**config.mk**
```make
export PLATFORM = sky130hd
export DESIGN_NAME = torch_height_control_core
export DESIGN_NICKNAME = d
export VERILOG_FILES = /design/src/hw/rtl/thc_pkg.sv /design/src/hw/rtl/thc_cfg_regs.sv /design/src/hw/rtl/thc_tick_logic.sv /design/src/hw/rtl/torch_height_control_core.sv
export SDC_FILE = /design/constraint.sdc
export NUM_CORES = 1
export LEC_CHECK = 0
export CORE_ASPECT_RATIO = 0.8
export CORE_MARGIN = 2
export CORE_UTILIZATION = 60
export CTS_BUF_LIST = sky130_fd_sc_hd__clkbuf_4 sky130_fd_sc_hd__clkbuf_8 sky130_fd_sc_hd__clkbuf_16
export DETAILED_ROUTE_END_ITERATION = 8
export DONT_BUFFER_PORTS = 1
export PLACE_DENSITY = 0.76
export SYNTH_ARGS = -nofsm -noshare
export SYNTH_HDL_FRONTEND = slang
export SYNTH_SLANG_ARGS = --single-unit
```
**constraint.sdc**
```tcl
create_clock -name clk -period 5.05 [get_ports clk]
set_input_delay 0.505 -clock clk [delete_from_list [all_inputs] [get_ports clk]]
set_output_delay 0.505 -clock clk [all_outputs]
set_load 0.1 [all_outputs]
```
**src/hw/rtl/thc_pkg.sv**
```systemverilog
// Shared types and constants for the torch height control block.
// Holds the configuration, state, request and result structs used by the modules.
// No dependencies.
package thc_pkg;

  localparam int unsigned TICK_US      = 125;
  localparam int unsigned TICKS_PER_MS = 8;
  localparam int unsigned ADC_BITS     = 10;

  localparam int VOLT_W = 10;
  localparam int CFG_W  = 20;
  localparam int IDX_W  = 3;

  localparam logic [VOLT_W-1:0] ADC_MASK =
      (ADC_BITS >= VOLT_W) ? {VOLT_W{1'b1}} : VOLT_W'((1 << ADC_BITS) - 1);

  typedef enum logic [IDX_W-1:0] {
    REG_SETPOINT   = 3'd0,
    REG_BAND       = 3'd1,
    REG_FLOOR      = 3'd2,
    REG_SETTLE     = 3'd3,
    REG_STEP_IVL   = 3'd4,
    REG_DIR_INVERT = 3'd5
  } cfg_reg_t;

  typedef struct packed {
    logic [VOLT_W-1:0] voltage_setpoint;
    logic [VOLT_W-1:0] band_half_width;
    logic [VOLT_W-1:0] enable_floor;
    logic [15:0]       settle_ms;
    logic [19:0]       step_interval_us;
    logic              dir_invert;
  } cfg_t;

  typedef struct packed {
    logic [31:0]        now_us;
    logic [31:0]        now_ms;
    logic [3:0]         sub_ms_ticks;
    logic [31:0]        last_step_us;
    logic [31:0]        arc_start_ms;
    logic               raise_flag;
    logic               lower_flag;
    logic signed [31:0] position;
    logic               dir_held;
  } state_t;

  typedef struct packed {
    logic              arc_ok;
    logic [VOLT_W-1:0] arc_voltage;
    logic              in_motion;
  } item_t;

  typedef struct packed {
    logic               step_pulse;
    logic               dir_level;
    logic signed [31:0] z_steps;
    logic               raise_active;
    logic               lower_active;
  } result_t;

endpackage

```
**src/hw/rtl/thc_cfg_regs.sv**
```systemverilog
// Configuration register file for the torch height control block.
// Depends on thc_pkg for the register indexes and the cfg_t struct.
module thc_cfg_regs (
  input  logic                     clk,
  input  logic                     rst_n,
  input  logic                     cfg_we,
  input  logic [thc_pkg::IDX_W-1:0] cfg_index,
  input  logic [thc_pkg::CFG_W-1:0] cfg_wdata,
  output thc_pkg::cfg_t            cfg
);

  thc_pkg::cfg_t cfg_r;
  thc_pkg::cfg_t cfg_nxt;

  always_comb begin
    cfg_nxt = cfg_r;
    if (cfg_we) begin
      unique case (cfg_index)
        thc_pkg::REG_SETPOINT:   cfg_nxt.voltage_setpoint = cfg_wdata[thc_pkg::VOLT_W-1:0];
        thc_pkg::REG_BAND:       cfg_nxt.band_half_width  = cfg_wdata[thc_pkg::VOLT_W-1:0];
        thc_pkg::REG_FLOOR:      cfg_nxt.enable_floor     = cfg_wdata[thc_pkg::VOLT_W-1:0];
        thc_pkg::REG_SETTLE:     cfg_nxt.settle_ms        = cfg_wdata[15:0];
        thc_pkg::REG_STEP_IVL:   cfg_nxt.step_interval_us = cfg_wdata[19:0];
        thc_pkg::REG_DIR_INVERT: cfg_nxt.dir_invert       = cfg_wdata[0];
        default: ;
      endcase
    end
  end

  always_ff @(posedge clk) begin
    if (!rst_n) begin
      cfg_r.voltage_setpoint <= '0;
      cfg_r.band_half_width  <= 10'd10;
      cfg_r.enable_floor     <= 10'd30;
      cfg_r.settle_ms        <= 16'd3000;
      cfg_r.step_interval_us <= '0;
      cfg_r.dir_invert       <= 1'b0;
    end else begin
      cfg_r <= cfg_nxt;
    end
  end

  assign cfg = cfg_r;

endmodule

```
**src/hw/rtl/thc_tick_logic.sv**
```systemverilog
// Per-tick update of the height control state: step timing, millisecond
// bookkeeping and arc voltage evaluation. Purely combinational; uses thc_pkg.
module thc_tick_logic (
  input  thc_pkg::cfg_t    cfg,
  input  thc_pkg::state_t  cur,
  input  thc_pkg::item_t   item,
  output thc_pkg::state_t  nxt,
  output thc_pkg::result_t res
);

  always_comb begin
    thc_pkg::state_t   s;
    logic              pulse;
    logic [31:0]       us_gap;
    logic [31:0]       ms_gap;
    logic [thc_pkg::VOLT_W-1:0] volts;
    logic signed [thc_pkg::VOLT_W+1:0] band_lo;
    logic [thc_pkg::VOLT_W:0]   band_hi;
    logic              in_band;

    s       = cur;
    pulse   = 1'b0;
    volts   = item.arc_voltage & thc_pkg::ADC_MASK;
    us_gap  = cur.now_us - cur.last_step_us;
    ms_gap  = cur.now_ms - cur.arc_start_ms;
    band_lo = $signed({2'b00, cfg.voltage_setpoint}) - $signed({2'b00, cfg.band_half_width});
    band_hi = {1'b0, cfg.voltage_setpoint} + {1'b0, cfg.band_half_width};
    in_band = ($signed({2'b00, volts}) > band_lo) && ({1'b0, volts} < band_hi);

    // Step check uses the flags left by the previous tick.
    if (us_gap > {12'd0, cfg.step_interval_us}) begin
      priority if (cur.raise_flag) begin
        s.dir_held = cfg.dir_invert;
        s.position = cur.position + 32'sd1;
        pulse      = 1'b1;
      end else if (cur.lower_flag) begin
        s.dir_held = ~cfg.dir_invert;
        s.position = cur.position - 32'sd1;
        pulse      = 1'b1;
      end else begin
        // With neither flag set the interval restarts without a step.
        pulse      = 1'b0;
      end
      s.last_step_us = cur.now_us;
    end

    if (cur.sub_ms_ticks >= 4'(thc_pkg::TICKS_PER_MS)) begin
      if (item.in_motion) begin
        if (!item.arc_ok) begin
          s.raise_flag   = 1'b0;
          s.lower_flag   = 1'b0;
          s.arc_start_ms = cur.now_ms;
        end else if ((ms_gap > {16'd0, cfg.settle_ms}) &&
                     (cfg.voltage_setpoint > cfg.enable_floor)) begin
          priority if (in_band) begin
            s.raise_flag = 1'b0;
            s.lower_flag = 1'b0;
          end else if (volts > cfg.voltage_setpoint) begin
            s.raise_flag = 1'b0;
            s.lower_flag = 1'b1;
          end else begin
            s.raise_flag = 1'b1;
            s.lower_flag = 1'b0;
          end
        end
      end
      s.sub_ms_ticks = 4'd0;
      s.now_ms       = cur.now_ms + 32'd1;
    end
    s.now_us       = cur.now_us + 32'(thc_pkg::TICK_US);
    s.sub_ms_ticks = s.sub_ms_ticks + 4'd1;

    nxt              = s;
    res.step_pulse   = pulse;
    res.dir_level    = s.dir_held;
    res.z_steps      = s.position;
    res.raise_active = s.raise_flag;
    res.lower_active = s.lower_flag;
  end

endmodule

```
**src/hw/rtl/torch_height_control_core.sv**
```systemverilog
// Top level of the plasma torch height control block.
// Instantiates thc_cfg_regs and thc_tick_logic; uses types from thc_pkg.
//
// Usage: each request on the in_ channel is one 125 us timer tick carrying
// the arc-ok flag, the latest arc voltage sample and the motion flag. For
// every request exactly one result leaves on the out_ channel: the step
// pulse for this tick, the held direction level, the Z position and the
// raise and lower flags after the tick.
// The result is registered: the request waits in the input register, and
// the tick update loads the result register when the request advances,
// where the receiver takes it.
// Throughput is one request per cycle while the receiver keeps taking
// results; the state feedback is a single combinational add-and-compare pass.
// When the receiver stalls, the result register holds its request and the
// input register can still take one more; only then does in_ready drop.
// Reset (rst_n low at a clock edge) clears all timers, the flags, the
// position and both pipeline stages, and loads the register defaults.
// Configuration writes on cfg_ take effect at the next edge and are meant
// to be made while no request is in flight.
module torch_height_control_core (
  input  logic                      clk,
  input  logic                      rst_n,
  input  logic                      in_valid,
  output logic                      in_ready,
  input  logic                      in_arc_ok,
  input  logic [thc_pkg::VOLT_W-1:0] in_arc_voltage,
  input  logic                      in_in_motion,
  output logic                      out_valid,
  input  logic                      out_ready,
  output logic                      out_step_pulse,
  output logic                      out_dir_level,
  output logic signed [31:0]        out_z_steps,
  output logic                      out_raise_active,
  output logic                      out_lower_active,
  input  logic                      cfg_we,
  input  logic [thc_pkg::IDX_W-1:0] cfg_index,
  input  logic [thc_pkg::CFG_W-1:0] cfg_wdata
);

  thc_pkg::cfg_t    cfg;
  thc_pkg::state_t  state_r;
  thc_pkg::state_t  state_nxt;
  thc_pkg::item_t   s1_item_r;
  logic             s1_valid_r;
  thc_pkg::result_t tick_res;
  thc_pkg::result_t out_res_r;
  logic             out_valid_r;
  logic             adv;

  thc_cfg_regs u_cfg (
    .clk       (clk),
    .rst_n     (rst_n),
    .cfg_we    (cfg_we),
    .cfg_index (cfg_index),
    .cfg_wdata (cfg_wdata),
    .cfg       (cfg)
  );

  thc_tick_logic u_tick (
    .cfg  (cfg),
    .cur  (state_r),
    .item (s1_item_r),
    .nxt  (state_nxt),
    .res  (tick_res)
  );

  // The held request moves on when the result register is free or emptying.
  assign adv      = s1_valid_r && (!out_valid_r || out_ready);
  assign in_ready = !s1_valid_r || adv;

  always_ff @(posedge clk) begin
    if (!rst_n) begin
      s1_valid_r <= 1'b0;
    end else if (in_ready) begin
      s1_valid_r <= in_valid;
    end
  end

  always_ff @(posedge clk) begin
    if (in_valid && in_ready) begin
      s1_item_r.arc_ok      <= in_arc_ok;
      s1_item_r.arc_voltage <= in_arc_voltage;
      s1_item_r.in_motion   <= in_in_motion;
    end
  end

  // Tick state advances only together with a result being loaded, so the
  // next request always sees the state its predecessor left behind.
  always_ff @(posedge clk) begin
    if (!rst_n) begin
      state_r <= '0;
    end else if (adv) begin
      state_r <= state_nxt;
    end
  end

  always_ff @(posedge clk) begin
    if (!rst_n) begin
      out_valid_r <= 1'b0;
    end else if (adv) begin
      out_valid_r <= 1'b1;
    end else if (out_ready) begin
      out_valid_r <= 1'b0;
    end
  end

  always_ff @(posedge clk) begin
    if (adv) begin
      out_res_r <= tick_res;
    end
  end

  assign out_valid        = out_valid_r;
  assign out_step_pulse   = out_res_r.step_pulse;
  assign out_dir_level    = out_res_r.dir_level;
  assign out_z_steps      = out_res_r.z_steps;
  assign out_raise_active = out_res_r.raise_active;
  assign out_lower_active = out_res_r.lower_active;

  // The raise and lower flags are never both set by the evaluation.
  a_flags_exclusive: assert property (@(posedge clk) disable iff (!rst_n)
    !(state_r.raise_flag && state_r.lower_flag))
    else $error("raise and lower flags both set");

  // The millisecond tick counter never runs past its wrap point.
  a_sub_ms_range: assert property (@(posedge clk) disable iff (!rst_n)
    state_r.sub_ms_ticks <= 4'(thc_pkg::TICKS_PER_MS))
    else $error("sub-millisecond tick counter out of range");

  // A step pulse always moves the position.
  a_step_moves: assert property (@(posedge clk) disable iff (!rst_n)
    (adv && tick_res.step_pulse) |=> (state_r.position != $past(state_r.position)))
    else $error("step pulse without position change");

  // Without an advance the tick state must not change.
  a_state_hold: assert property (@(posedge clk) disable iff (!rst_n)
    !adv |=> $stable(state_r))
    else $error("tick state changed without a request");

  // A pending result always mirrors the current state.
  a_result_matches_state: assert property (@(posedge clk) disable iff (!rst_n)
    out_valid_r |-> (out_res_r.z_steps == state_r.position &&
                     out_res_r.raise_active == state_r.raise_flag &&
                     out_res_r.lower_active == state_r.lower_flag))
    else $error("result register out of step with tick state");

endmodule
```
Yosys cells after proc, flatten, opt, wreduce, memory -nomap -nowiden
Cells that the tools add are included.
W data, S select, Z words.
{"block": "totals", "wordCells": 81, "register_bits": 284, "input_bits": 40, "output_inout_bits": 38}
{"block": "classes", "mux": 14, "n_lt_le_gt_ge": 7, "bitwise": 2, "addsub": 9, "n_reduce_logical": 19, "n_eq_ne": 5}
{"cell": "$mux W33", "n": 3}
{"cell": "$sub A32 B32 Y32", "n": 2}
{"cell": "$add A32 B1 Y32 const B", "n": 1}
{"cell": "$add A32 B2 Y32 const B", "n": 1}
{"cell": "$add A32 B7 Y32 const B", "n": 1}
{"cell": "$gt A32 B16 Y1", "n": 1}
{"cell": "$gt A32 B20 Y1", "n": 1}
{"cell": "$sub A32 B2 Y32 const B", "n": 1}
{"cell": "$gt A10 B10 Y1", "n": 2}
{"cell": "$reduce_and A2 Y1", "n": 8}
{"cell": "$gt A11 B12 Y1", "n": 1}
{"cell": "$mux W2", "n": 6}
{"cell": "$add A10 B10 Y11", "n": 1}
{"cell": "$lt A10 B11 Y1", "n": 1}
{"cell": "$sub A10 B10 Y11", "n": 1}
{"cell": "$eq A3 B2 Y1 const B", "n": 2}
{"cell": "$eq A3 B3 Y1 const B", "n": 2}
{"cell": "$add A4 B1 Y4 const B", "n": 1}
{"cell": "$ge A4 B4 Y1 const B", "n": 1}
{"cell": "$logic_and A1 B1 Y1", "n": 4}
{"cell": "$mux W1", "n": 4}
{"cell": "$mux W4", "n": 1}
{"cell": "$reduce_and A4 Y1", "n": 1}
{"cell": "$eq A3 B1 Y1 const B", "n": 1}
{"cell": "other kinds (5)", "n": 8}

Depth between registers and ports, before layout
Gate-level depths: netlist of the first run.
{"block": "logic_depth", "ltp_word": 8, "depth_mapped": 25, "mapped_depth_nobuf": 23}

Hierarchy
Synthesis of the first run repeated with hierarchy kept, for this count alone.
{"block": "hier_totals", "hier_cells": 2548, "area_unflattened_um2": 20722.4}
{"mod": "thc_tick_logic", "cells_per_inst": 1511, "n_inst": 1, "area_per_inst_um2": 9989.6}
{"mod": "torch_height_control_core", "cells_per_inst": 781, "n_inst": 1, "area_per_inst_um2": 8144.1}
{"mod": "thc_cfg_regs", "cells_per_inst": 256, "n_inst": 1, "area_per_inst_um2": 2588.7}

Worst setup path after synthesis of the first run
Ideal clock, no wire load.
{"block": "synth_timing", "path_kind": "register to register", "start": "reg state_r[71] (netlist name)", "end": "reg out_res_r (netlist bit out_dir_level), data pin", "period_less_slack_ns": 4.461, "arrival_time_ns": 4.203, "setup_time_ns": 0.258, "path_buffers": 2, "slack_ns": 0.589, "stages_incl_launch_ff": 25, "required_time_ns": 4.792, "path_cell_list": "dfxtp_1 -> inv_1 -> ha_1 -> o211ai_1 -> a21oi_1 -> o21ai_0 -> a211oi_1 -> nor2_1 -> o21ai_0 -> a21o_1 -> a21oi_1 -> xnor2_1 -> ha_1 -> a21o_1 -> a21o_1 -> a21oi_1 -> o2111ai_1 -> nand2_1 -> o2111ai_1 -> nor4_1 -> nand4_2 -> buf_6 -> buf_4 -> mux2i_1 -> a21oi_1"}
{"element": "start: declaration", "line": "torch_height_control_core.sv:41", "text": "thc_pkg::state_t state_r;"}
{"element": "start signal: assignment", "line": "torch_height_control_core.sv:93", "text": "state_r <= state_nxt;"}
{"element": "end signal: assignment", "line": "torch_height_control_core.sv:109", "text": "out_res_r <= tick_res;"}
{"element": "end: declaration", "line": "torch_height_control_core.sv:46", "text": "thc_pkg::result_t out_res_r;"}

Worst setup path after layout of the first run
{"block": "layout_timing", "start": "reg state_r[67] (netlist name)", "end": "reg state_r[29] (netlist name)"}
{"block": "layout_via", "elab_chain_cells": 3}
{"element": "$sub A32 B32 Y32", "line": "thc_tick_logic.sv:24", "text": "us_gap = cur.now_us - cur.last_step_us;"}
{"element": "$gt A32 B20 Y1", "line": "thc_tick_logic.sv:31", "text": "if (us_gap > {12'd0, cfg.step_interval_us}) begin"}
{"element": "$mux W33", "line": "thc_tick_logic.sv:31"}
No other way between the ends.
A chain may end at the register's enable or synchronous reset.

==> flow_results.xml, run 1 <==
<?xml version="1.0" encoding="UTF-8"?>
<metrics>
  <group name="worst_setup_path">
    <metric name="cp.depth" unit="">21</metric>
    <metric name="timing.critical_path.to_type" unit="">flop</metric>
    <metric name="rr_worst_depth" unit="">21</metric>
    <metric name="cp_cell_sequence" unit="">ha_1 -&gt; inv_1 -&gt; fa_1 -&gt; a21o_1 -&gt; a311o_1 -&gt; a21boi_2 -&gt; o21ai_0 -&gt; xor2_1 -&gt; ha_1 -&gt; nand4_1 -&gt; nor4_2 -&gt; o21ai_1 -&gt; o2111ai_1 -&gt; nand2_1 -&gt; o2111ai_1 -&gt; nor4_2 -&gt; nand4_4 -&gt; nand2_2 -&gt; clkbuf_16 -&gt; or4_1 -&gt; nand2_1</metric>
    <metric name="timing.setup.critical_path_class" unit="">flop to flop</metric>
    <metric name="critical_path.reg2reg.startpoint" unit="">state_r[67]</metric>
    <metric name="r2r-end" unit="">state_r[29]</metric>
    <metric name="crit_slowest_cell" unit="">a311o_1</metric>
    <metric name="critical_path.max_stage_delay" unit="ns">0.42</metric>
    <metric name="cp-start-kind" unit="">flop</metric>
    <metric name="critPathArrivalTime" unit="ns">5.29</metric>
    <metric name="cp_data_required_time" unit="ns">5.56</metric>
    <metric name="cp_max_fo" unit="">29</metric>
    <metric name="cpLargestDelayFamily" unit="">simple AND/OR/NAND/NOR gates</metric>
    <metric name="ff2ff_setup_slack" unit="ns">0.27</metric>
    <metric name="worst-path-buf-inv" unit="">2</metric>
  </group>
  <group name="routing">
    <metric name="final_ant_viol_nets" unit="">0</metric>
    <metric name="1st_pass_router_iterations" unit="">6</metric>
    <metric name="drcViolationCount" unit="">0</metric>
    <metric name="route.vias.total" unit="">15580</metric>
    <metric name="drt-initial-drc-count" unit="">1090</metric>
    <metric name="postRouteWirelength" unit="mm">43.52</metric>
    <metric name="drt-vias-per-instance" unit="">5.900</metric>
    <metric name="avgRoutedWirePerCell" unit="µm">16.48</metric>
  </group>
  <group name="die">
    <metric name="die_w" unit="µm">197.4</metric>
    <metric name="die-area" unit="µm²">31330</metric>
    <metric name="core_area" unit="µm²">29360</metric>
    <metric name="total_number_of_placement_rows" unit="">56</metric>
    <metric name="pin_count" unit="">78</metric>
    <metric name="chipHeight" unit="µm">158.7</metric>
    <metric name="start_util" unit="%">61.15</metric>
  </group>
  <group name="cells_and_area">
    <metric name="drive_gt1_share" unit="%">5.214</metric>
    <metric name="number_of_antenna_cells_inserted" unit="">0</metric>
    <metric name="nNetsFinal" unit="">2447</metric>
    <metric name="seq_area" unit="µm²">6168</metric>
    <metric name="utilization" unit="%">65.76</metric>
    <metric name="final.fill_count" unit="">2512</metric>
    <metric name="finalInstanceArea" unit="µm²">19300</metric>
    <metric name="area_delta_synth_final" unit="%">7.534</metric>
    <metric name="footprint_of_the_multi_input_gates" unit="µm²">10760</metric>
  </group>
  <group name="min_path">
    <metric name="holdPathEnd" unit="">s1_item_r[3]</metric>
    <metric name="hold_path_startpoint" unit="">in_arc_voltage[2]</metric>
    <metric name="timing.hold.worst.class" unit="">primary input to flop</metric>
    <metric name="worstHoldPathCells" unit="">0</metric>
  </group>
  <group name="placement">
    <metric name="place.gp.congestion" unit="">0.9624</metric>
    <metric name="buffer_ports.inserted" unit="">0</metric>
    <metric name="postPlaceCellArea" unit="µm²">18180</metric>
    <metric name="dp.final_hpwl" unit="mm">31.82</metric>
  </group>
  <group name="clocking">
    <metric name="clock-root-buffer" unit="">clkbuf_16</metric>
    <metric name="tritoncts" unit="">done</metric>
    <metric name="cts.sinks" unit="">284</metric>
    <metric name="clock_path_buffers" unit="">3</metric>
    <metric name="num_cts_buffers" unit="">29</metric>
    <metric name="clk_transition_reported_paths" unit="ns">0.07</metric>
    <metric name="htreeDepth" unit="">1</metric>
    <metric name="worst_skew_pair.late_latency" unit="ns">0.57</metric>
  </group>
  <group name="synth">
    <metric name="ys_seq_area_share" unit="%">34.35</metric>
    <metric name="syn_area_per_cell" unit="µm²">7.863</metric>
    <metric name="most_numerous_cell_types_in_the_synthesized_netlist" unit="">nand2_1, a21oi_1, dfxtp_1</metric>
    <metric name="fraction_of_the_mapped_netlist_area_in_adder_cells" unit="%">11.74</metric>
    <metric name="dominantRegCellSynth" unit="">dfxtp_1</metric>
    <metric name="synth_compound_gate_area_share" unit="%">17.20</metric>
    <metric name="synth-edff-count" unit="">48</metric>
    <metric name="ys_warn_count" unit="">0</metric>
    <metric name="netlist_instances" unit="">2283</metric>
    <metric name="synth_top_cells_by_area" unit="">dfxtp_1, ha_1, nand2_1, edfxtp_1, a21oi_1</metric>
    <metric name="synth_cell_types" unit="">79</metric>
    <metric name="mappedNetlistArea" unit="µm²">17950</metric>
    <metric name="yosys.area.top_type_share" unit="%">26.32</metric>
    <metric name="synth_largest_area_cell" unit="">dfxtp_1</metric>
    <metric name="synth_xor_area_share" unit="%">8.245</metric>
    <metric name="postSynthNetCount" unit="">2489</metric>
    <metric name="muxShareOfSynthArea" unit="%">0.2300</metric>
    <metric name="async_reset_ff_share" unit="%">0</metric>
    <metric name="most_repeated_cell_in_the_gate_level_netlist_after_synthesis" unit="">nand2_1</metric>
    <metric name="synth_simple_gate_area_share" unit="%">22.02</metric>
    <metric name="largest_family_of_logic_cells_by_synthesized_area" unit="">simple AND/OR/NAND/NOR gates</metric>
    <metric name="synth-seq-cells" unit="">284</metric>
  </group>
  <group name="global_route">
    <metric name="antenna_found_initial" unit="">0</metric>
    <metric name="grt_pass1_vias" unit="">14440</metric>
    <metric name="grt_overflow" unit="">0</metric>
    <metric name="grt_first_pass_wirelength" unit="mm">72.08</metric>
    <metric name="grt_use_total" unit="%">27.52</metric>
    <metric name="maximum_number_of_pins_on_one_net_before_global_route_repair" unit="">82</metric>
  </group>
  <group name="timing">
    <metric name="setup_tns" unit="ns">0</metric>
    <metric name="finalWorstPathRequiredPeriod" unit="ns">4.778</metric>
    <metric name="report.final.setup_viol" unit="">0</metric>
    <metric name="drv_slew" unit="">0</metric>
    <metric name="report.final.hold_viol_count" unit="">0</metric>
    <metric name="clock-skew-final" unit="ns">0.01652</metric>
    <metric name="slew_headroom" unit="%">30.23</metric>
    <metric name="tightest_slew" unit="ns">1.037</metric>
    <metric name="max_clock_freq" unit="MHz">209.3</metric>
    <metric name="timing.final.crit_share" unit="%">94.61</metric>
    <metric name="unrepaired_setup_endpoints_after_global_routing" unit="">yes</metric>
  </group>
  <group name="run_status">
    <metric name="outcome" unit="">finished clean</metric>
  </group>
  <group name="power_and_ir_drop">
    <metric name="vdd_drop_max" unit="V">0.0002630</metric>
    <metric name="totalPowerFinal" unit="mW">5.398</metric>
    <metric name="static-leakage-power" unit="nW">7.874</metric>
    <metric name="cellPowerDensity" unit="nW/µm²">279.6</metric>
  </group>
  <group name="job">
    <metric name="maxCapViolations" unit="">0</metric>
  </group>
</metrics>
## state kept, by name (all words and copies together), names as in the netlist
register and count:
out_raise_active 1, u_cfg.cfg 67, out_valid 1, out_lower_active 1, out_dir_level 1, out_step_pulse 1
s1_item_r 12, state_r 167, out_z_steps 32, s1_valid_r 1
## worst max-delay path by stage
stage                 start                to  slack (ns)
6_report        state_r[67]       state_r[29]        0.27
5_1_grt        state_r[135]        state_r[0]       -0.05
4_1_cts         state_r[67]    out_z_steps[0]       0.007
3_5_place_dp   state_r[103]  out_raise_active       -0.10
3_3_place_gp    state_r[67]    out_z_steps[0]        0.07
2_1_floorplan   state_r[71]     out_dir_level        0.59
## layer usage
metal  part of all wire [%]  track usage (%)
met5                      0                0
met4                    1.6            5.058
met3                    6.2            3.760
met2                     45            43.77
met1                     48            40.03
## per-stage QoR
stage	hold slack (ns)	setup WS, ns	cells
floorplan	0.4363	0.5892	2283
global placement	0.4420	0.06947	2581
detailed placement	0.4472	-0.1030	2581
CTS	0.001090	0.006515	2634
global route	0.01380	-0.05326	2640
finish	0.02697	0.2722	2640
## power breakdown
part	switching (mW)	internal [mW]	leakage (nW)	total [mW]
Combinational	0.464	0.333	5.07	0.797
Sequential	0.132	2.34	2.34	2.48
Clock	0.928	1.20	0.465	2.12
Total	1.52	3.87	7.87	5.40
## cells by family (layout without fill, tap and decap cells)
kind of cell | after synthesis | count (layout)
simple gates | 874 | 874
compound gates | 508 | 508
flops | 284 | 284
buf+inv | 278 | 258
xor+xnor | 169 | 169
fa+ha+maj | 166 | 166
mux | 4 | 4
## cell usage in the layout (no fill, tap or decap), types with 47 or more instances in the layout
cell	Yosys	routed
a21o_1	47	47
a21oi_1	253	252
dfxtp_1	236	234
edfxtp_1	48	48
ha_1	162	162
inv_1	172	171
nand2_1	419	419
nand3_1	62	62
nand4_1	55	55
nor2_1	163	161
o21ai_0	66	62
xnor2_1	95	95
xor2_1	74	74
## what timing repair did
item                       CTS  global route
hold buffers                 0             0
setup endpoints to repair    4           103
gates cloned                 0             2
pin swaps                    1             8
resized for setup            2            21
setup buffers                0             4
## final cells by class
class	count	share of cell area, %
Multi-Input combinational cell	1721	55.75
Tap cell	377	2.443
Timing Repair Buffer	30	1.543
Sequential cell	284	31.95
Clock buffer	36	4.226
Clock inverter	17	0.6546
Inverter	175	3.429
## worst register-to-register path, delay by kind of cell, from the launching register on
family	cells	cell delay, ns
and+or+nand+nor	8	1.53
adders and majority gates	3	0.91
DFF	1	0.35
AOI/OAI and AO/OA	7	1.39
buffers and inverters	2	0.36
xor gates and xnor gates	1	0.19
Note: power is estimated with default switching activity, not from simulation.
==> run 2: changes to the inputs <==
--- a/config.mk
+++ b/config.mk
@@ -12,6 +12,7 @@
 export DETAILED_ROUTE_END_ITERATION = 8
 export DONT_BUFFER_PORTS = 1
 export PLACE_DENSITY = 0.76
+export REMOVE_ABC_BUFFERS = 1
 export SYNTH_ARGS = -nofsm -noshare
 export SYNTH_HDL_FRONTEND = slang
 export SYNTH_SLANG_ARGS = --single-unit
==> run 2 against run 1 <==
Net effect: highest routed layer unchanged; sequential cell count unchanged; first-iteration DRC count increased by 1.6%; sequential share of layout area is essentially flat; sequential power about the same; largest power group unchanged; clock power grew 3%; core utilization is 0.064 points lower.
==> flow_results.xml, run 2 (synthesized netlist as in run 1, its figures left out) <==
<?xml version="1.0" encoding="UTF-8"?>
<metrics>
  <group name="run_status">
    <metric name="outcome" unit="">finished clean</metric>
  </group>
  <group name="clocking">
    <metric name="num_cts_buffers" unit="">28</metric>
    <metric name="htreeDepth" unit="">1</metric>
    <metric name="clk_transition_reported_paths" unit="ns">0.07</metric>
    <metric name="cts.sinks" unit="">284</metric>
    <metric name="count_of_hold_buffers_inserted_by_post_cts_repair" unit="">0</metric>
    <metric name="worst_skew_pair.late_latency" unit="ns">0.57</metric>
    <metric name="clock-root-buffer" unit="">clkbuf_16</metric>
    <metric name="tritoncts" unit="">done</metric>
    <metric name="clock_path_buffers" unit="">3</metric>
  </group>
  <group name="placement">
    <metric name="postPlaceCellArea" unit="µm²">18160</metric>
    <metric name="detailedPlace.worstSlack" unit="ns">-0.1466</metric>
    <metric name="buffer_ports.inserted" unit="">0</metric>
    <metric name="number_of_instances_in_the_placed_design" unit="">2581</metric>
    <metric name="place.gp.congestion" unit="">0.9133</metric>
    <metric name="dp.final_hpwl" unit="mm">30.84</metric>
  </group>
  <group name="timing">
    <metric name="tightest_slew" unit="ns">1.307</metric>
    <metric name="layout_setup_ws" unit="ns">0.1887</metric>
    <metric name="timing.final.crit_share" unit="%">96.26</metric>
    <metric name="drv_slew" unit="">0</metric>
    <metric name="max_clock_freq" unit="MHz">205.7</metric>
    <metric name="slew_headroom" unit="%">12.18</metric>
    <metric name="report.final.setup_viol" unit="">0</metric>
    <metric name="report.final.hold_viol_count" unit="">0</metric>
    <metric name="setup_tns" unit="ns">0</metric>
    <metric name="finalWorstPathRequiredPeriod" unit="ns">4.861</metric>
    <metric name="fin_hold_ws" unit="ns">0.02199</metric>
    <metric name="clock-skew-final" unit="ns">0.02185</metric>
  </group>
  <group name="global_route">
    <metric name="grt_overflow" unit="">0</metric>
    <metric name="grt_pass1_vias" unit="">14420</metric>
    <metric name="antenna_found_initial" unit="">0</metric>
    <metric name="maximum_number_of_pins_on_one_net_before_global_route_repair" unit="">124</metric>
    <metric name="grt_use_total" unit="%">26.69</metric>
    <metric name="grt_first_pass_wirelength" unit="mm">70.43</metric>
  </group>
  <group name="cells_and_area">
    <metric name="utilization" unit="%">65.69</metric>
    <metric name="number_of_antenna_cells_inserted" unit="">0</metric>
    <metric name="mostFrequentLayoutCells" unit="">nand2_1, a21oi_1, dfxtp_1, inv_1</metric>
    <metric name="layout_commonest_cell" unit="">nand2_1</metric>
    <metric name="final.fill_count" unit="">2486</metric>
    <metric name="largest_register_ffs" unit="">167</metric>
    <metric name="drive_gt1_share" unit="%">5.086</metric>
    <metric name="max_flop_register" unit="">state_r</metric>
    <metric name="finalInstanceArea" unit="µm²">19290</metric>
    <metric name="finish.cell_count_without_fillers" unit="">2638</metric>
    <metric name="nNetsFinal" unit="">2445</metric>
    <metric name="area_delta_synth_final" unit="%">7.430</metric>
  </group>
  <group name="worst_setup_path">
    <metric name="timing.critical_path.to_type" unit="">flop</metric>
    <metric name="timing.setup.critical_path_class" unit="">flop to flop</metric>
    <metric name="cp_data_required_time" unit="ns">5.51</metric>
    <metric name="cp-start-kind" unit="">flop</metric>
    <metric name="cp_max_fo" unit="">21</metric>
    <metric name="rr_worst_depth" unit="">21</metric>
    <metric name="critPathArrivalTime" unit="ns">5.32</metric>
  </group>
  <group name="routing">
    <metric name="1st_pass_router_iterations" unit="">5</metric>
    <metric name="route.vias.total" unit="">15510</metric>
    <metric name="postRouteWirelength" unit="mm">42.65</metric>
    <metric name="drcViolationCount" unit="">0</metric>
    <metric name="drt-vias-per-instance" unit="">5.878</metric>
    <metric name="avgRoutedWirePerCell" unit="µm">16.17</metric>
    <metric name="drt-initial-drc-count" unit="">1107</metric>
    <metric name="final_ant_viol_nets" unit="">0</metric>
  </group>
  <group name="power_and_ir_drop">
    <metric name="vdd_drop_max" unit="V">0.0002479</metric>
    <metric name="cellPowerDensity" unit="nW/µm²">282.9</metric>
    <metric name="static-leakage-power" unit="nW">7.838</metric>
    <metric name="totalPowerFinal" unit="mW">5.456</metric>
  </group>
  <group name="min_path">
    <metric name="worstHoldPathCells" unit="">0</metric>
    <metric name="timing.hold.worst.class" unit="">primary input to flop</metric>
  </group>
  <group name="die">
    <metric name="die_w" unit="µm">197.4</metric>
    <metric name="start_util" unit="%">61.15</metric>
    <metric name="chipHeight" unit="µm">158.7</metric>
    <metric name="total_number_of_placement_rows" unit="">56</metric>
    <metric name="core_area" unit="µm²">29360</metric>
    <metric name="die-area" unit="µm²">31330</metric>
    <metric name="pin_count" unit="">78</metric>
  </group>
  <group name="job">
    <metric name="maxCapViolations" unit="">0</metric>
  </group>
</metrics>
run 2: cell count changes in the layout (fill, tap and decap cells not counted), sizes merged:
cell,change
clkbuf,-4
bufinv,+2
clkinv,+2
clkinvlp,-1
inv,-1
run 2: final timing paths:
kind | startpoint | to | slack (ns)
setup / recovery | state_r[145] | state_r[2] | 0.19
hold / removal | in_arc_voltage[8] | s1_item_r[9] | 0.02
setup reg to reg | state_r[145] | state_r[2] | 0.19
hold reg to reg | state_r[48] | state_r[48] | 0.45
run 2: power breakdown:
group	internal [mW]	total (mW)	switching [mW]
logic	0.326	0.792	0.466
clock network	1.26	2.19	0.932
registers	2.34	2.47	0.131
total	3.93	5.46	1.53
run 2: routing by layer:
metal  GRT usage, %  vias up  routed length (µm)
met3          3.866       65                2203
met5              0        -                   0
met2          43.97      392               19750
met4          6.801        0                1046
li1               -     7762                   -
met1          36.65     7286               19640
run 2: timing repair:
| action | 4_1_cts | 5_1_grt |
|---|---|---|
| pin swaps | 1 | 7 |
| endpoints found under the setup margin | 68 | 103 |
| gates cloned | 0 | 1 |
| resized for setup | 6 | 20 |
| setup buffers | 0 | 4 |
run 2: layout make-up:
type / instances / area, µm² / share of cell area, %
well taps: 377 / 471.7 / 2.446
inverters: 175 / 661.9 / 3.432
clock inverters: 19 / 182.7 / 0.9472
repair buffers: 29 / 275.3 / 1.427
clock buffers: 33 / 780.7 / 4.048
multi-input cells: 1721 / 10750 / 55.72
flip-flops and latches: 284 / 6167 / 31.98
run 2: worst max-delay path: stages, from the launching register on:
cell and delay [ns]:
dfxtp_1 0.49, ha_1 0.37, a21oi_1 0.29, o21ai_0 0.18, nor2_1 0.20, o21ai_1 0.11, a21o_1 0.20, a21oi_1 0.20
xnor2_1 0.15, ha_1 0.27, a21o_1 0.18, a21o_1 0.16, a21oi_1 0.20, o2111ai_1 0.13, nand2_1 0.14, o2111ai_1 0.16
nor4_2 0.34, nand4_4 0.25, nand2_2 0.19, buf_6 0.21, o21ai_0 0.13, a221oi_2 0.20
==> run 3: changes to the inputs <==
--- a/config.mk
+++ b/config.mk
@@ -5,13 +5,15 @@
 export SDC_FILE = /design/constraint.sdc
 export NUM_CORES = 1
 export LEC_CHECK = 0
+export CELL_PAD_IN_SITES_DETAIL_PLACEMENT = 1
+export CELL_PAD_IN_SITES_GLOBAL_PLACEMENT = 1
 export CORE_ASPECT_RATIO = 0.8
 export CORE_MARGIN = 2
-export CORE_UTILIZATION = 60
+export CORE_UTILIZATION = 49
 export CTS_BUF_LIST = sky130_fd_sc_hd__clkbuf_4 sky130_fd_sc_hd__clkbuf_8 sky130_fd_sc_hd__clkbuf_16
 export DETAILED_ROUTE_END_ITERATION = 8
 export DONT_BUFFER_PORTS = 1
-export PLACE_DENSITY = 0.76
+export PLACE_DENSITY_LB_ADDON = 0.1
 export REMOVE_ABC_BUFFERS = 1
 export SYNTH_ARGS = -nofsm -noshare
 export SYNTH_HDL_FRONTEND = slang
==> run 3 against run 2 <==
Net effect: sequential share of layout area down 0.72 points; wire length is 19% higher; combinational power up 6.2%.
==> flow_results.xml, run 3 (synthesized netlist as in run 1, its figures left out) <==
<?xml version="1.0" encoding="UTF-8"?>
<metrics>
  <group name="run_status">
    <metric name="outcome" unit="">finished clean</metric>
  </group>
  <group name="timing">
    <metric name="clock-skew-final" unit="ns">0.03035</metric>
    <metric name="fin_hold_ws" unit="ns">0.03707</metric>
    <metric name="slew_headroom" unit="%">35.47</metric>
    <metric name="report.final.hold_viol_count" unit="">0</metric>
    <metric name="unrepaired_setup_endpoints_after_global_routing" unit="">yes</metric>
    <metric name="report.final.setup_viol" unit="">0</metric>
    <metric name="max_clock_freq" unit="MHz">209.3</metric>
    <metric name="tightest_slew" unit="ns">0.9666</metric>
    <metric name="timing.final.crit_share" unit="%">94.60</metric>
    <metric name="finalWorstPathRequiredPeriod" unit="ns">4.777</metric>
    <metric name="drv_slew" unit="">0</metric>
  </group>
  <group name="clocking">
    <metric name="cts.sinks" unit="">284</metric>
    <metric name="num_cts_buffers" unit="">31</metric>
    <metric name="clock_path_buffers" unit="">3</metric>
    <metric name="htreeDepth" unit="">1</metric>
    <metric name="worst_skew_pair.late_latency" unit="ns">0.60</metric>
    <metric name="tritoncts" unit="">done</metric>
    <metric name="clk_transition_reported_paths" unit="ns">0.06</metric>
    <metric name="clock-root-buffer" unit="">clkbuf_16</metric>
  </group>
  <group name="worst_setup_path">
    <metric name="critical_path.reg2reg.startpoint" unit="">state_r[73]</metric>
    <metric name="cp_cell_sequence" unit="">inv_1 -&gt; ha_1 -&gt; a21oi_1 -&gt; nand2_1 -&gt; o21ai_2 -&gt; a211oi_2 -&gt; nor2_1 -&gt; o21ai_2 -&gt; a21o_1 -&gt; a21oi_2 -&gt; xnor2_1 -&gt; ha_1 -&gt; a21o_1 -&gt; a21o_1 -&gt; a21oi_1 -&gt; o2111ai_1 -&gt; nand2_1 -&gt; o2111ai_1 -&gt; nor4_2 -&gt; nand4_2 -&gt; buf_4 -&gt; and2_4 -&gt; a31o_1 -&gt; a221oi_2</metric>
    <metric name="timing.critical_path.to" unit="">state_r[2]</metric>
    <metric name="cp_common_cell" unit="">a21o_1</metric>
    <metric name="startpoint" unit="">state_r[73]</metric>
    <metric name="worst-path-buf-inv" unit="">2</metric>
    <metric name="cpLargestDelayFamily" unit="">compound AO/OA/AOI/OAI gates</metric>
    <metric name="critPathArrivalTime" unit="ns">5.26</metric>
    <metric name="rr_worst_depth" unit="">24</metric>
    <metric name="cp_max_fo" unit="">11</metric>
    <metric name="ff2ff_setup_slack" unit="ns">0.27</metric>
    <metric name="timing.critical_path.to_type" unit="">flop</metric>
    <metric name="timing.setup.critical_path_class" unit="">flop to flop</metric>
    <metric name="cp-start-kind" unit="">flop</metric>
    <metric name="critical_path.max_stage_delay" unit="ns">0.33</metric>
    <metric name="crit_slowest_cell" unit="">dfxtp_1</metric>
    <metric name="cp.depth" unit="">24</metric>
    <metric name="cp_data_required_time" unit="ns">5.54</metric>
    <metric name="r2r-end" unit="">state_r[2]</metric>
  </group>
  <group name="routing">
    <metric name="route.vias.total" unit="">15900</metric>
    <metric name="final_ant_viol_nets" unit="">0</metric>
    <metric name="postRouteWirelength" unit="mm">50.87</metric>
    <metric name="drt-vias-per-instance" unit="">5.722</metric>
    <metric name="drcViolationCount" unit="">0</metric>
    <metric name="avgRoutedWirePerCell" unit="µm">18.31</metric>
    <metric name="1st_pass_router_iterations" unit="">5</metric>
    <metric name="drt-initial-drc-count" unit="">850</metric>
  </group>
  <group name="die">
    <metric name="die_w" unit="µm">218</metric>
    <metric name="core_area" unit="µm²">35990</metric>
    <metric name="start_util" unit="%">49.87</metric>
    <metric name="pin_count" unit="">78</metric>
    <metric name="total_number_of_placement_rows" unit="">62</metric>
    <metric name="die-area" unit="µm²">38190</metric>
    <metric name="chipHeight" unit="µm">175.2</metric>
  </group>
  <group name="cells_and_area">
    <metric name="max_flop_register" unit="">state_r</metric>
    <metric name="nNetsFinal" unit="">2479</metric>
    <metric name="drive_gt1_share" unit="%">6.092</metric>
    <metric name="largest_register_ffs" unit="">167</metric>
    <metric name="final.fill_count" unit="">4435</metric>
    <metric name="mostFrequentLayoutCells" unit="">nand2_1, a21oi_1, dfxtp_1, inv_1</metric>
    <metric name="layout_commonest_cell" unit="">nand2_1</metric>
    <metric name="area_delta_synth_final" unit="%">9.918</metric>
    <metric name="number_of_antenna_cells_inserted" unit="">0</metric>
    <metric name="utilization" unit="%">54.82</metric>
  </group>
  <group name="power_and_ir_drop">
    <metric name="cellPowerDensity" unit="nW/µm²">283.4</metric>
    <metric name="static-leakage-power" unit="nW">8.012</metric>
    <metric name="vdd_drop_max" unit="V">0.0002979</metric>
  </group>
  <group name="min_path">
    <metric name="timing.hold.worst.class" unit="">primary input to flop</metric>
  </group>
  <group name="global_route">
    <metric name="grt_first_pass_wirelength" unit="mm">83.82</metric>
    <metric name="grt_pass1_vias" unit="">16620</metric>
    <metric name="maximum_number_of_pins_on_one_net_before_global_route_repair" unit="">92</metric>
    <metric name="antenna_found_initial" unit="">0</metric>
    <metric name="grt_use_total" unit="%">26.49</metric>
    <metric name="grt_overflow" unit="">0</metric>
  </group>
  <group name="placement">
    <metric name="dp.final_hpwl" unit="mm">37.00</metric>
    <metric name="buffer_ports.inserted" unit="">0</metric>
    <metric name="place.gp.congestion" unit="">0.8933</metric>
  </group>
  <group name="job">
    <metric name="maxCapViolations" unit="">0</metric>
  </group>
</metrics>
run 3: cell count changes in the layout (fill, tap and decap cells not counted), moves of 2 or more:
cell and change:
buf_12 +2, dlygate4sd3_1 +14, buf_6 -2, clkbuf_4 +6, clkbuf_16 +2, clkinvlp_4 -2, buf_4 +18, clkinv_1 +2
clkinv_4 -2, bufinv_16 -2, inv_6 +2, o21ai_0 -2
run 3: area by class of cell:
type	instances	area (µm²)	share of cell area [%]
sequential	284	6167	31.25
clock inverter	16	110.1	0.5580
clock buffer	42	907.1	4.597
inverter	175	661.9	3.354
tap	480	600.6	3.044
multi-input combinational	1721	10750	54.48
timing repair buffer	60	535.5	2.714
run 3: worst min-delay path by stage:
stage                   from             to  slack (ns)  cells past startpoint
2_1_floorplan    state_r[37]    state_r[37]        0.44                      2
3_5_place_dp   u_cfg.cfg[44]  u_cfg.cfg[44]        0.45                      2
3_3_place_gp     state_r[80]    state_r[80]        0.44                      2
6_report       cfg_wdata[11]  u_cfg.cfg[12]        0.04                      2
4_1_cts             in_valid     s1_valid_r       0.008                      2
5_1_grt         cfg_wdata[9]  u_cfg.cfg[66]        0.02                      2
run 3: routing by layer:
| metal | vias to the layer above | part of all wire (%) | GRT usage (%) |
|---|---|---|---|
| met5 | - | 0 | 0 |
| met4 | 0 | 2.7 | 7.143 |
| met3 | 86 | 3.2 | 3.342 |
| met2 | 234 | 48 | 46.06 |
| met1 | 7743 | 46 | 34.54 |
| li1 | 7832 | - | - |
run 3: repair_timing:
item,CTS,global route
endpoints found under the hold margin,24,0
pin swaps,2,10
resized for setup,6,19
hold buffers,14,0
endpoints found under the setup margin,101,103
setup buffers,1,2
run 3: metrics by stage:
step           area (µm²)  TNS (ns)  setup slack [ns]  power (mW)  std cells
3_5_place_dp        18470    -6.005           -0.1918       3.312       2702
4_1_cts             19640         0           0.07764       5.628       2775
5_1_grt             19730         0          0.001190       5.829       2778
3_3_place_gp        18470         0           0.03319       3.273       2702
2_1_floorplan       17490    -21.01           -0.5203       3.077       2180
6_report            19730         0            0.2729       5.593       2778
run 3: power breakdown:
group / total [mW] / switching (mW) / internal (mW)
clock network: 2.28 / 0.970 / 1.31
logic: 0.841 / 0.492 / 0.348
registers: 2.48 / 0.132 / 2.34
total: 5.59 / 1.59 / 4.00
